## src/rtl/core/pidcs_pkg.sv

```systemverilog
package pidcs_pkg;

    localparam int FIELD_W   = 32;
    localparam int DATA_W    = 32;
    localparam int ACCUM_W   = 48;
    localparam int CFG_W     = 32;
    localparam int CFG_IDX_W = 3;
    localparam int PARAM_W   = 31;
    localparam int FRAC_W    = 16;
    localparam int LO_W      = 32;
    localparam int MUL_W     = DATA_W + 1;
    localparam int PROD_W    = 2 * MUL_W;
    localparam int SUM_W     = DATA_W + ACCUM_W + 2;

    typedef enum logic [CFG_IDX_W-1:0] {
        REG_GAIN_PROP         = 3'd0,
        REG_GAIN_INTEG        = 3'd1,
        REG_GAIN_DERIV        = 3'd2,
        REG_SAMPLE_PERIOD     = 3'd3,
        REG_INV_SAMPLE_PERIOD = 3'd4,
        REG_OUTPUT_LIMIT      = 3'd5,
        REG_INTEG_DEADBAND    = 3'd6
    } t_reg_idx;

    localparam logic signed [CFG_W-1:0] RST_GAIN_PROP         = 32'sd65536;
    localparam logic signed [CFG_W-1:0] RST_GAIN_INTEG        = 32'sd0;
    localparam logic signed [CFG_W-1:0] RST_GAIN_DERIV        = 32'sd0;
    localparam logic [PARAM_W-1:0]      RST_SAMPLE_PERIOD     = 31'd65536;
    localparam logic [PARAM_W-1:0]      RST_INV_SAMPLE_PERIOD = 31'd65536;
    localparam logic [PARAM_W-1:0]      RST_OUTPUT_LIMIT      = 31'd6553600;
    localparam logic [PARAM_W-1:0]      RST_INTEG_DEADBAND    = 31'd655;

    typedef struct packed {
        logic signed [FIELD_W-1:0] setpoint;
        logic signed [FIELD_W-1:0] measured;
    } t_in;

    typedef struct packed {
        logic signed [FIELD_W-1:0] drive;
        logic                      clamped;
    } t_out;

    typedef struct packed {
        logic signed [CFG_W-1:0] gain_prop;
        logic signed [CFG_W-1:0] gain_integ;
        logic signed [CFG_W-1:0] gain_deriv;
        logic [PARAM_W-1:0]      sample_period;
        logic [PARAM_W-1:0]      inv_sample_period;
        logic [PARAM_W-1:0]      output_limit;
        logic [PARAM_W-1:0]      integ_deadband;
    } t_cfg;

    typedef enum logic [8:0] {
        S_IDLE = 9'b000000001,
        S_PER  = 9'b000000010,
        S_INV  = 9'b000000100,
        S_GP   = 9'b000001000,
        S_GD   = 9'b000010000,
        S_GILO = 9'b000100000,
        S_GIHI = 9'b001000000,
        S_ADD  = 9'b010000000,
        S_DONE = 9'b100000000
    } t_state;

    typedef enum logic [2:0] {
        MSEL_PER  = 3'd0,
        MSEL_INV  = 3'd1,
        MSEL_GP   = 3'd2,
        MSEL_GD   = 3'd3,
        MSEL_GILO = 3'd4,
        MSEL_GIHI = 3'd5
    } t_msel;

    typedef struct packed {
        logic  accept;
        t_msel mul_sel;
        logic  load_diff;
        logic  upd_integ;
        logic  load_deriv;
        logic  acc_init;
        logic  acc_add;
        logic  acc_add_hi;
        logic  finish;
    } t_ctrl;

endpackage

```

## src/rtl/core/pidcs_cfg.sv

```systemverilog
module pidcs_cfg (
    input  logic                               i_clk,
    input  logic                               i_rst_n,
    input  logic                               i_cfg_we,
    input  logic [pidcs_pkg::CFG_IDX_W-1:0]    i_cfg_idx,
    input  logic [pidcs_pkg::CFG_W-1:0]        i_cfg_data,
    output pidcs_pkg::t_cfg                    o_cfg
);
    import pidcs_pkg::*;

    t_cfg r_cfg;
    t_cfg n_cfg;

    always_comb begin
        n_cfg = r_cfg;
        if (i_cfg_we) begin
            case (i_cfg_idx)
                REG_GAIN_PROP:         n_cfg.gain_prop         = i_cfg_data;
                REG_GAIN_INTEG:        n_cfg.gain_integ        = i_cfg_data;
                REG_GAIN_DERIV:        n_cfg.gain_deriv        = i_cfg_data;
                REG_SAMPLE_PERIOD:     n_cfg.sample_period     = i_cfg_data[PARAM_W-1:0];
                REG_INV_SAMPLE_PERIOD: n_cfg.inv_sample_period = i_cfg_data[PARAM_W-1:0];
                REG_OUTPUT_LIMIT:      n_cfg.output_limit      = i_cfg_data[PARAM_W-1:0];
                REG_INTEG_DEADBAND:    n_cfg.integ_deadband    = i_cfg_data[PARAM_W-1:0];
                default:               n_cfg = r_cfg;
            endcase
        end
    end

    always_ff @(posedge i_clk) begin
        if (!i_rst_n) begin
            r_cfg.gain_prop         <= RST_GAIN_PROP;
            r_cfg.gain_integ        <= RST_GAIN_INTEG;
            r_cfg.gain_deriv        <= RST_GAIN_DERIV;
            r_cfg.sample_period     <= RST_SAMPLE_PERIOD;
            r_cfg.inv_sample_period <= RST_INV_SAMPLE_PERIOD;
            r_cfg.output_limit      <= RST_OUTPUT_LIMIT;
            r_cfg.integ_deadband    <= RST_INTEG_DEADBAND;
        end else begin
            r_cfg <= n_cfg;
        end
    end

    assign o_cfg = r_cfg;

endmodule

```

## src/rtl/core/pidcs_mul.sv

```systemverilog
module pidcs_mul (
    input  logic                                   i_clk,
    input  logic signed [pidcs_pkg::MUL_W-1:0]     i_a,
    input  logic signed [pidcs_pkg::MUL_W-1:0]     i_b,
    output logic signed [pidcs_pkg::PROD_W-1:0]    o_prod
);
    import pidcs_pkg::*;

    logic signed [PROD_W-1:0] r_prod;
    logic signed [PROD_W-1:0] n_prod;

    assign n_prod = i_a * i_b;

    always_ff @(posedge i_clk) begin
        r_prod <= n_prod;
    end

    assign o_prod = r_prod;

endmodule

```

## src/rtl/core/pidcs_ctrl.sv

```systemverilog
module pidcs_ctrl (
    input  logic              i_clk,
    input  logic              i_rst_n,
    input  logic              i_in_valid,
    input  logic              i_out_busy,
    output logic              o_in_stall,
    output pidcs_pkg::t_ctrl  o_ctrl
);
    import pidcs_pkg::*;

    t_state r_state;
    t_state n_state;

    always_comb begin
        n_state = r_state;
        case (r_state)
            S_IDLE: begin
                if (i_in_valid) begin
                    n_state = S_PER;
                end
            end
            S_PER:  n_state = S_INV;
            S_INV:  n_state = S_GP;
            S_GP:   n_state = S_GD;
            S_GD:   n_state = S_GILO;
            S_GILO: n_state = S_GIHI;
            S_GIHI: n_state = S_ADD;
            S_ADD:  n_state = S_DONE;
            S_DONE: begin
                if (!i_out_busy) begin
                    n_state = S_IDLE;
                end
            end
            default: n_state = S_IDLE;
        endcase
    end

    always_ff @(posedge i_clk) begin
        if (!i_rst_n) begin
            r_state <= S_IDLE;
        end else begin
            r_state <= n_state;
        end
    end

    always_comb begin
        o_ctrl            = '0;
        o_ctrl.mul_sel    = MSEL_PER;
        o_ctrl.accept     = (r_state == S_IDLE) && i_in_valid;
        o_ctrl.load_diff  = (r_state == S_PER);
        o_ctrl.upd_integ  = (r_state == S_INV);
        o_ctrl.load_deriv = (r_state == S_GP);
        o_ctrl.acc_init   = (r_state == S_GD);
        o_ctrl.acc_add    = (r_state == S_GILO) || (r_state == S_GIHI);
        o_ctrl.acc_add_hi = (r_state == S_ADD);
        o_ctrl.finish     = (r_state == S_DONE) && !i_out_busy;
        case (r_state)
            S_PER:   o_ctrl.mul_sel = MSEL_PER;
            S_INV:   o_ctrl.mul_sel = MSEL_INV;
            S_GP:    o_ctrl.mul_sel = MSEL_GP;
            S_GD:    o_ctrl.mul_sel = MSEL_GD;
            S_GILO:  o_ctrl.mul_sel = MSEL_GILO;
            S_GIHI:  o_ctrl.mul_sel = MSEL_GIHI;
            default: o_ctrl.mul_sel = MSEL_PER;
        endcase
    end

    assign o_in_stall = (r_state != S_IDLE);

endmodule

```

## src/rtl/core/pidcs_dp.sv

```systemverilog
module pidcs_dp (
    input  logic                                   i_clk,
    input  logic                                   i_rst_n,
    input  pidcs_pkg::t_ctrl                       i_ctrl,
    input  pidcs_pkg::t_cfg                        i_cfg,
    input  pidcs_pkg::t_in                         i_in_request,
    input  logic                                   i_out_stall,
    input  logic signed [pidcs_pkg::PROD_W-1:0]    i_prod,
    output logic signed [pidcs_pkg::MUL_W-1:0]     o_mul_a,
    output logic signed [pidcs_pkg::MUL_W-1:0]     o_mul_b,
    output logic                                   o_out_valid,
    output pidcs_pkg::t_out                        o_out_request
);
    import pidcs_pkg::*;

    localparam logic signed [DATA_W-1:0] DATA_MAX = {1'b0, {(DATA_W-1){1'b1}}};
    localparam logic signed [DATA_W-1:0] DATA_MIN = {1'b1, {(DATA_W-1){1'b0}}};
    localparam logic signed [ACCUM_W-1:0] ACC_MAX = {1'b0, {(ACCUM_W-1){1'b1}}};
    localparam logic signed [ACCUM_W-1:0] ACC_MIN = {1'b1, {(ACCUM_W-1){1'b0}}};

    logic signed [DATA_W-1:0]  r_err;
    logic signed [DATA_W-1:0]  n_err;
    logic signed [DATA_W-1:0]  r_prev;
    logic signed [DATA_W:0]    r_diff;
    logic                      r_mag_gt;
    logic signed [ACCUM_W-1:0] r_integ;
    logic signed [ACCUM_W-1:0] n_integ;
    logic signed [DATA_W-1:0]  r_deriv;
    logic signed [DATA_W-1:0]  n_deriv;
    logic signed [SUM_W-1:0]   r_acc;
    logic signed [SUM_W-1:0]   n_acc;
    logic                      r_out_valid;
    t_out                      r_out;
    t_out                      n_out;

    logic [FIELD_W:0]          in_diff;
    logic [DATA_W:0]           err_mag;
    logic signed [PROD_W-1:0]  prod_sh;
    logic signed [PROD_W:0]    integ_sum;
    logic signed [SUM_W-1:0]   sum;
    logic signed [SUM_W-1:0]   lim_pos;
    logic signed [SUM_W-1:0]   lim_neg;

    // The error is the input difference saturated to the data width.
    always_comb begin
        in_diff = {i_in_request.setpoint[FIELD_W-1], i_in_request.setpoint}
                - {i_in_request.measured[FIELD_W-1], i_in_request.measured};
        if ((in_diff[FIELD_W:DATA_W-1] == '0) || (in_diff[FIELD_W:DATA_W-1] == '1)) begin
            n_err = in_diff[DATA_W-1:0];
        end else if (in_diff[FIELD_W]) begin
            n_err = DATA_MIN;
        end else begin
            n_err = DATA_MAX;
        end
    end

    assign err_mag = r_err[DATA_W-1] ? -{r_err[DATA_W-1], r_err} : {1'b0, r_err};

    always_comb begin
        case (i_ctrl.mul_sel)
            MSEL_PER: begin
                o_mul_a = {r_err[DATA_W-1], r_err};
                o_mul_b = {{(MUL_W-PARAM_W){1'b0}}, i_cfg.sample_period};
            end
            MSEL_INV: begin
                o_mul_a = r_diff;
                o_mul_b = {{(MUL_W-PARAM_W){1'b0}}, i_cfg.inv_sample_period};
            end
            MSEL_GP: begin
                o_mul_a = {{(MUL_W-CFG_W){i_cfg.gain_prop[CFG_W-1]}}, i_cfg.gain_prop};
                o_mul_b = {r_err[DATA_W-1], r_err};
            end
            MSEL_GD: begin
                o_mul_a = {{(MUL_W-CFG_W){i_cfg.gain_deriv[CFG_W-1]}}, i_cfg.gain_deriv};
                o_mul_b = {r_deriv[DATA_W-1], r_deriv};
            end
            MSEL_GILO: begin
                o_mul_a = {{(MUL_W-CFG_W){i_cfg.gain_integ[CFG_W-1]}}, i_cfg.gain_integ};
                o_mul_b = {{(MUL_W-LO_W){1'b0}}, r_integ[LO_W-1:0]};
            end
            MSEL_GIHI: begin
                o_mul_a = {{(MUL_W-CFG_W){i_cfg.gain_integ[CFG_W-1]}}, i_cfg.gain_integ};
                o_mul_b = {{(MUL_W-(ACCUM_W-LO_W)){r_integ[ACCUM_W-1]}},
                           r_integ[ACCUM_W-1:LO_W]};
            end
            default: begin
                o_mul_a = '0;
                o_mul_b = '0;
            end
        endcase
    end

    assign prod_sh   = i_prod >>> FRAC_W;
    assign integ_sum = {{(PROD_W+1-ACCUM_W){r_integ[ACCUM_W-1]}}, r_integ}
                     + {prod_sh[PROD_W-1], prod_sh};

    always_comb begin
        n_integ = r_integ;
        if (i_ctrl.upd_integ && r_mag_gt) begin
            if ((integ_sum[PROD_W:ACCUM_W-1] == '0) || (integ_sum[PROD_W:ACCUM_W-1] == '1)) begin
                n_integ = integ_sum[ACCUM_W-1:0];
            end else if (integ_sum[PROD_W]) begin
                n_integ = ACC_MIN;
            end else begin
                n_integ = ACC_MAX;
            end
        end
    end

    always_comb begin
        if ((prod_sh[PROD_W-1:DATA_W-1] == '0) || (prod_sh[PROD_W-1:DATA_W-1] == '1)) begin
            n_deriv = prod_sh[DATA_W-1:0];
        end else if (prod_sh[PROD_W-1]) begin
            n_deriv = DATA_MIN;
        end else begin
            n_deriv = DATA_MAX;
        end
    end

    always_comb begin
        n_acc = r_acc;
        if (i_ctrl.acc_init) begin
            n_acc = {{(SUM_W-PROD_W){i_prod[PROD_W-1]}}, i_prod};
        end else if (i_ctrl.acc_add) begin
            n_acc = r_acc + {{(SUM_W-PROD_W){i_prod[PROD_W-1]}}, i_prod};
        end else if (i_ctrl.acc_add_hi) begin
            n_acc = r_acc + {i_prod[SUM_W-LO_W-1:0], {LO_W{1'b0}}};
        end
    end

    assign sum     = r_acc >>> FRAC_W;
    assign lim_pos = {{(SUM_W-PARAM_W){1'b0}}, i_cfg.output_limit};
    assign lim_neg = -lim_pos;

    always_comb begin
        n_out.drive   = sum[FIELD_W-1:0];
        n_out.clamped = 1'b0;
        if (sum > lim_pos) begin
            n_out.drive   = lim_pos[FIELD_W-1:0];
            n_out.clamped = 1'b1;
        end else if (sum < lim_neg) begin
            n_out.drive   = lim_neg[FIELD_W-1:0];
            n_out.clamped = 1'b1;
        end
    end

    always_ff @(posedge i_clk) begin
        if (i_ctrl.accept) begin
            r_err <= n_err;
        end
        if (i_ctrl.load_diff) begin
            r_diff   <= {r_err[DATA_W-1], r_err} - {r_prev[DATA_W-1], r_prev};
            r_mag_gt <= err_mag > {{(DATA_W+1-PARAM_W){1'b0}}, i_cfg.integ_deadband};
        end
        if (i_ctrl.load_deriv) begin
            r_deriv <= n_deriv;
        end
        r_acc <= n_acc;
        if (i_ctrl.finish) begin
            r_out <= n_out;
        end
    end

    always_ff @(posedge i_clk) begin
        if (!i_rst_n) begin
            r_prev      <= '0;
            r_integ     <= '0;
            r_out_valid <= 1'b0;
        end else begin
            if (i_ctrl.load_diff) begin
                r_prev <= r_err;
            end
            r_integ <= n_integ;
            if (i_ctrl.finish) begin
                r_out_valid <= 1'b1;
            end else if (!i_out_stall) begin
                r_out_valid <= 1'b0;
            end
        end
    end

    assign o_out_valid   = r_out_valid;
    assign o_out_request = r_out;

endmodule

```

## src/rtl/core/pid_controller_step_core.sv

```systemverilog
// PID controller step, clamped drive output, signed Q16.16 data and gains.
// The input channel takes a request of setpoint and measured value when
// i_in_valid is high and o_in_stall is low. The output channel presents the
// clamped drive and the clamp flag on o_out_request while o_out_valid is high,
// and the request is taken when i_out_stall is low.
// One 33 by 33 bit multiplier is shared by all six products of an update, so
// an accepted request is worked through step by step, and a new request is
// taken only once the sequencer is back in idle.
// The result sits in an output register, so the next request is accepted
// while an earlier result still waits; the sequencer only holds in its last
// step when the output register is still full and stalled.
// The user must write the gains, periods, limit and deadband through i_cfg_we,
// i_cfg_idx and i_cfg_data while no request is in flight; the block does not
// enforce this. Reset clears the previous error and the integral, restores
// the register defaults and empties the output register.
module pid_controller_step_core (
    input  logic                               i_clk,
    input  logic                               i_rst_n,
    input  logic                               i_in_valid,
    input  pidcs_pkg::t_in                     i_in_request,
    output logic                               o_in_stall,
    output logic                               o_out_valid,
    output pidcs_pkg::t_out                    o_out_request,
    input  logic                               i_out_stall,
    input  logic                               i_cfg_we,
    input  logic [pidcs_pkg::CFG_IDX_W-1:0]    i_cfg_idx,
    input  logic [pidcs_pkg::CFG_W-1:0]        i_cfg_data
);
    import pidcs_pkg::*;

    t_cfg                     cfg;
    t_ctrl                    ctrl;
    logic signed [MUL_W-1:0]  mul_a;
    logic signed [MUL_W-1:0]  mul_b;
    logic signed [PROD_W-1:0] prod;
    logic                     out_busy;

    assign out_busy = o_out_valid && i_out_stall;

    pidcs_cfg u_cfg (
        .i_clk      (i_clk),
        .i_rst_n    (i_rst_n),
        .i_cfg_we   (i_cfg_we),
        .i_cfg_idx  (i_cfg_idx),
        .i_cfg_data (i_cfg_data),
        .o_cfg      (cfg)
    );

    pidcs_ctrl u_ctrl (
        .i_clk      (i_clk),
        .i_rst_n    (i_rst_n),
        .i_in_valid (i_in_valid),
        .i_out_busy (out_busy),
        .o_in_stall (o_in_stall),
        .o_ctrl     (ctrl)
    );

    pidcs_mul u_mul (
        .i_clk  (i_clk),
        .i_a    (mul_a),
        .i_b    (mul_b),
        .o_prod (prod)
    );

    pidcs_dp u_dp (
        .i_clk         (i_clk),
        .i_rst_n       (i_rst_n),
        .i_ctrl        (ctrl),
        .i_cfg         (cfg),
        .i_in_request  (i_in_request),
        .i_out_stall   (i_out_stall),
        .i_prod        (prod),
        .o_mul_a       (mul_a),
        .o_mul_b       (mul_b),
        .o_out_valid   (o_out_valid),
        .o_out_request (o_out_request)
    );

endmodule
```

## config.mk

```make
export PLATFORM = sky130hd
export DESIGN_NAME = pid_controller_step_core
export DESIGN_NICKNAME = d
export VERILOG_FILES = /design/src/rtl/core/pidcs_pkg.sv /design/src/rtl/core/pidcs_cfg.sv /design/src/rtl/core/pidcs_mul.sv /design/src/rtl/core/pidcs_ctrl.sv /design/src/rtl/core/pidcs_dp.sv /design/src/rtl/core/pid_controller_step_core.sv
export SDC_FILE = /design/constraint.sdc
export NUM_CORES = 2
export LEC_CHECK = 0
export BUFFER_PORTS_ARGS = -buffer_cell sky130_fd_sc_hd__buf_4
export CAP_MARGIN = 20
export CORE_UTILIZATION = 66
export DETAILED_ROUTE_END_ITERATION = 8
export GPL_TIMING_DRIVEN = 0
export PLACE_DENSITY_LB_ADDON = 0.15
export SLEW_MARGIN = 5
export SYNTH_ARGS = -nofsm -noshare
export SYNTH_HDL_FRONTEND = slang
export SYNTH_SLANG_ARGS = --single-unit
```

## constraint.sdc

```tcl
create_clock -name i_clk -period 13.61 [get_ports i_clk]
set_input_delay 0 -clock i_clk [delete_from_list [all_inputs] [get_ports i_clk]]
set_output_delay 0 -clock i_clk [all_outputs]
set_load 0.02 [all_outputs]
```

-- After elaboration in Yosys (flattened, before gate mapping)
Cells that the tools add are included.
- equality and inequality tests: 27
- multiply operators: 1
- reductions and logical operators: 24
- order comparisons: 3
- add/subtract/negate cells: 7
- muxes and demuxes: 20
- operators by type and width (operator ; count):
    $mux 82 ; 3
    $pmux 33 s6 ; 1
    $pmux 33 s5 ; 1
    $add 82x82->82 ; 2
    $mux 32 ; 5
    $mux 48 ; 2
    $lt 66x82->1 ; 1
    $neg 31->82 ; 1
    $pmux 9 s9 ; 1
    $gt 66x32->1 ; 1
    $mul 33x33->66 ; 1
    $mux 33 ; 2
    $sub 32x32->33 ; 2
    $add 48x50->51 ; 1
    $eq 35x35->1 const B ; 1
    $logic_not 35->1 ; 1
    $gt 33x31->1 ; 1
    $neg 33->33 ; 1
    $eq 20x20->1 const B ; 1
    $logic_not 20->1 ; 1
    $mux 9 ; 2
    $reduce_and 2->1 ; 8
    $eq 3x3->1 const B ; 5
    $pmux 3 s5 ; 1
    other kinds (23) ; 36
- logic and storage cells: 102
- input bits: 104
- register bits: 589
- output and inout bits: 35

-- Logic depth before layout (Yosys ltp)
- depth in word-level cells: 6
- depth in mapped cells: 43
- mapped depth without buffers: 39

-- Hierarchy
Synthesis repeated with hierarchy kept, for this count alone.
- cell total of the unflattened synthesis: 8969
- area total of the unflattened synthesis: 81252.9 um^2
- modules (own cells, without submodules) (module ; area an instance (um^2) ; cells each ; instances ; sequential area each (um^2)):
    pidcs_mul ; 40176.0 ; 4253 ; 1 ; 1321.3
    pidcs_dp ; 32397.3 ; 3874 ; 1 ; 8017.7
    pidcs_cfg ; 8091.5 ; 770 ; 1 ; 4404.2
    pidcs_ctrl ; 581.8 ; 71 ; 1 ; 180.2
    pid_controller_step_core ; 6.3 ; 1 ; 1 ; 0.0

-- Least setup slack after synthesis
OpenSTA, ideal clock, no wires.
- path kind: flip-flop to flip-flop
- from: register u_ctrl.r_state[4]
- to: register u_mul.r_prod[62] (netlist: u_mul.o_prod[62])
- arrival: 10.603 ns
- required time: 13.486 ns
- cell stages (with the launch flop): 34
- path buffers: 3
- library setup time: 0.124 ns
- clock period less this slack: 10.728 ns
- path slack: 2.882 ns
- path through: dfxtp_1 > nor3_1 > nor3b_1 > nand2_1 > nor3b_1 > clkbuf_1 > clkbuf_1 > a222oi_1 > nand3_1 > clkbuf_1 > nand2_1 > fa_1 > inv_1 > fa_1 > fa_1 > inv_1 > fa_1 > inv_1 > fa_1 > fa_1 > fa_1 > inv_1 > fa_1 > inv_1 > ha_1 > a21oi_1 > nor2b_1 > o21ai_0 > nand2b_1 > a21o_1 > a21o_1 > a221o_1 > a21oi_1 > xnor2_1
- word-level cells in the longest chain between the ends: 6
- elaborated cells on any way between the ends: 16
- classes of those cells: mul: 1; eq/ne: 10; mux: 3; reduce/logical: 2
- RTL lines (item ; line ; RTL):
    start, declared ; pidcs_ctrl.sv:11 ; t_state r_state;
    start signal, assigned ; pidcs_ctrl.sv:42 ; r_state <= n_state;
    $eq 9x7->1, or another cell as far along ; pidcs_ctrl.sv:57 ; case (r_state)
    $pmux 3 s5 * ; pidcs_ctrl.sv:57 ;
    $eq 3x3->1 ; pidcs_dp.sv:60 ; case (i_ctrl.mul_sel)
    $reduce_or 2->1 (no source line) ; -- ;
    $pmux 33 s5 ; pidcs_dp.sv:60 ;
    $mul 33x33->66 * ; pidcs_mul.sv:12 ; assign n_prod = i_a * i_b;
    named net u_mul.n_prod[62] ; pidcs_mul.sv:10 ; logic signed [PROD_W-1:0] n_prod;
    end signal, assigned ; pidcs_mul.sv:15 ; r_prod <= n_prod;
    end, declared ; pidcs_mul.sv:9 ; logic signed [PROD_W-1:0] r_prod;
Mark *: on every way through the listed nets, which the timed path passes. The rest lies on a longest branch.
A chain may end at the register's enable or synchronous reset.

-- Worst setup path after layout
- from: register u_ctrl.r_state[1]
- to: register u_mul.r_prod[65] (netlist: u_mul.o_prod[65])
Same word-level chain as after synthesis.

==> out/results.ini <==
[clocking]
clkSinkCount = 589
cts_tree = built
clock_tree.root_cell = clkbuf_16
htree_levels = 3
cts_setup_buffers = 0
clk_transition_reported_paths_ns = 0.06
clk_path_buf_depth = 3
clk-insertion-delay-late_ns = 0.69
cts_inserted_buffers = 67

[critical_path]
timing.rr.start = u_ctrl.r_state[1]
beginning_of_the_critical_path = u_ctrl.r_state[1]
worst-endpoint-required_ns = 14.22
cpMaxStageDelayCell = a221oi_2
critical_path_class = flip-flop to flip-flop
endpoint_kind = flip-flop
cp-start-kind = flip-flop
cp_common_cell = fa_1
critPathMaxFanout = 10
slowest_delay_ns = 1.21
crit_arrival_ns = 13.98

[synthesis]
yosysMostFrequentCell = nand2_1
synth_area_leader_cell = fa_1
yosysUniqueCellTypes = 111
synth_nets = 11120
synth.top_cells.by_area = fa_1 29%, ha_1 9.5%, dfxtp_1 9.4%
count_of_flip_flops_with_a_built_in_enable_after_synthesis = 213
synth_area_mm2 = 0.07969
post_synth_most_frequent_cells = 1517 x nand2_1, 1385 x inv_1, 1150 x fa_1
post_synth_inst_count = 9254
postSynth.topFlopCell = dfxtp_1
synth.avg_cell_area_um2 = 8.611
synth_seq_cells = 589
register_area_share_after_synthesis_pct = 17.47
yosysWarningCount = 0
async_reset_ff_share_pct = 0
synth_top_cell_area_share_pct = 28.89

[timing]
fin_worst_hold_slack_ns = 0.02174
timing.setup.tns_ns = 0
drv_slew = 14
final-setup-viol-count = 0
max_slew_margin_pct = -17.76
rsz0062_at_grt = no
highest_attainable_clock_frequency_ghz = 0.07479
layout_min_cycle_time_ns = 13.37
final.period_utilization_pct = 98.24
worst_slew_pin_slew_ns = 1.766
setup_slack_ns = 0.2396
finalClockSkew_ns = 0.06459
timing.final.hold_violations = 0

[routing]
post_route_drc = 6
drtAntennaViolNets = 0
route.detailed.wl_per_inst_um = 29.97
postRouteWirelength_mm = 337.4
iteration_0_drc_count_of_the_detailed_router = 11000
firstDrtPassIters = 9
drt-vias-per-instance = 6.676
vias = 75150

[final_layout]
area_used_by_sequential_logic_in_the_layout_mm2 = 0.01392
filler_cell_count = 9224
final_nets = 11430
multi_input_gate_area_in_the_final_layout_mm2 = 0.05875
syn2layout_area_growth_pct = 8.532
final-instance-count-excl-fill = 11260
layout-drive-gt1-share_pct = 4.376

[power_and_ir_drop]
leakagePower_nw = 40.31
vdd.ir_drop.worst_mv = 0.1176
power_dens_cells_mw_per_mm2 = 125.0

[die]
start_util_pct = 66.51
floorplan.core_area_mm2 = 0.1198
die_width_um = 349.5
die_area_mm2 = 0.1221
row_count = 127
chipHeight_um = 349.5
top_level_ports = 139

[placed_design]
place_inst = 11030
gpl.final_weighted_congestion = 1.129
io_buffer_count = 135
dp_slack_ns = 0.5563
dp_hpwl_mm = 264.1

[grt]
grt_start_max_net_pins = 37
number_of_antenna_violations_at_the_first_check_in_global_routing = 24
grt_pass1_vias = 73500
grt_first_pass_wirelength_mm = 484.1
overflow = 0
gr-usage-all-layers_pct = 55.15

[worst_hold_path]
hold_start = i_in_request[42]
path_type_of_the_worst_min_delay_path = input port to flip-flop

[flow_run]
max_cap_viol_count = 0

[run_status]
outcome = finished, violations left
failed_checks = DRC, slew limit

cell usage in the layout (no fill, tap or decap), types with 151 or more instances in the layout:
cell type	count
nand2_1	1517
inv_1	1385
fa_1	1149
nor2_1	692
ha_1	607
clkbuf_1	431
a21oi_1	399
dfxtp_1	376
a21o_1	278
o21ai_0	263
a21boi_0	255
xnor2_1	221
edfxtp_1	213
buf_4	151
worst paths after layout:
kind | to | depth (start not counted) | slack (ns)
min | u_dp.r_err[10] | 4 | 0.02
min reg2reg | u_dp.r_prev[16] | 2 | 0.46
max | u_mul.o_prod[65] | 37 | 0.24
max reg2reg | u_mul.o_prod[65] | 37 | 0.24
metrics by stage:
stage	utilization, %	total power, mW	cell area, um^2
after floorplan	-	6.279	79690
after global placement	69.04	8.190	82720
after detailed placement	69.44	8.337	83190
after CTS	72.03	10.37	86300
after global routing	72.14	11.22	86430
final	72.18	10.81	86480
critical path: cells and delay by family, from the launching register on:
family	cells	cell delay, ns
AO/OA/AOI/OAI	9	3.54
adder cells (fa/ha/maj)	9	4.40
buffers and inverters	9	2.23
flip-flops	1	0.37
AND/OR/NAND/NOR	9	2.58
XOR/XNOR	1	0.13
timing repair:
action | in CTS | in global routing
setup endpoints to repair | 0 | 10
hold buffers | 70 | 0
gates resized for setup | 0 | 3
hold endpoints to repair | 287 | 0
area by class of cell:
type / count / area share (%)
multi-input cells: 6794 / 67.93
clock inverters: 34 / 0.5657
plain buffers: 482 / 2.224
diodes: 25 / 0.07234
well taps: 1612 / 2.332
flip-flops and latches: 589 / 16.10
repair buffers: 242 / 2.532
clock buffers: 90 / 2.216
inverters: 1389 / 6.029
where the power goes:
part           switching, mW  leakage (nW)  internal [mW]
Sequential             0.527          4.95           2.04
Clock                  0.871          1.16           1.15
Combinational           3.98          34.2           2.25
Total                   5.38          40.3           5.44
cell families (layout without fill, tap and decap cells):
group                      after synthesis  in the layout  synth area share, %
and+or+nand+nor                       2871           2871                15.47
buffers and inverters                 1871           2237                8.953
AOI/OAI and AO/OA                     1810           1810                15.71
adders and majority gates             1765           1765                38.52
DFF                                    589            589                17.47
xor gates and xnor gates               319            319                3.506
muxes                                   29             29               0.3659
other                                    0             25                    0
metal layers:
| layer | share of wire (%) | GRT usage, % | wire [um] | vias to the layer above |
|---|---|---|---|---|
| met3 | 17 | 27.15 | 58290 | 1896 |
| li1 | - | - | - | 30930 |
| met2 | 39 | 76.51 | 132200 | 6319 |
| met4 | 11 | 45.76 | 36890 | 30 |
| met5 | 0.12 | 0.7849 | 400 | - |
| met1 | 32 | 63.79 | 109600 | 35980 |
state kept, by name, summed over array words and instances (netlist names):
| register | count |
|---|---|
| u_dp.o_out_request | 33 |
| u_dp.r_prev | 32 |
| u_mul.o_prod | 66 |
| u_dp.r_mag_gt | 1 |
| u_ctrl.r_state | 9 |
| u_dp.o_out_valid | 1 |
| u_dp.r_acc | 82 |
| u_cfg.o_cfg | 220 |
| u_dp.r_err | 32 |
| u_dp.r_integ | 48 |
| u_dp.r_diff | 33 |
| u_dp.r_deriv | 32 |
Note: power is estimated with default switching activity, not from simulation.
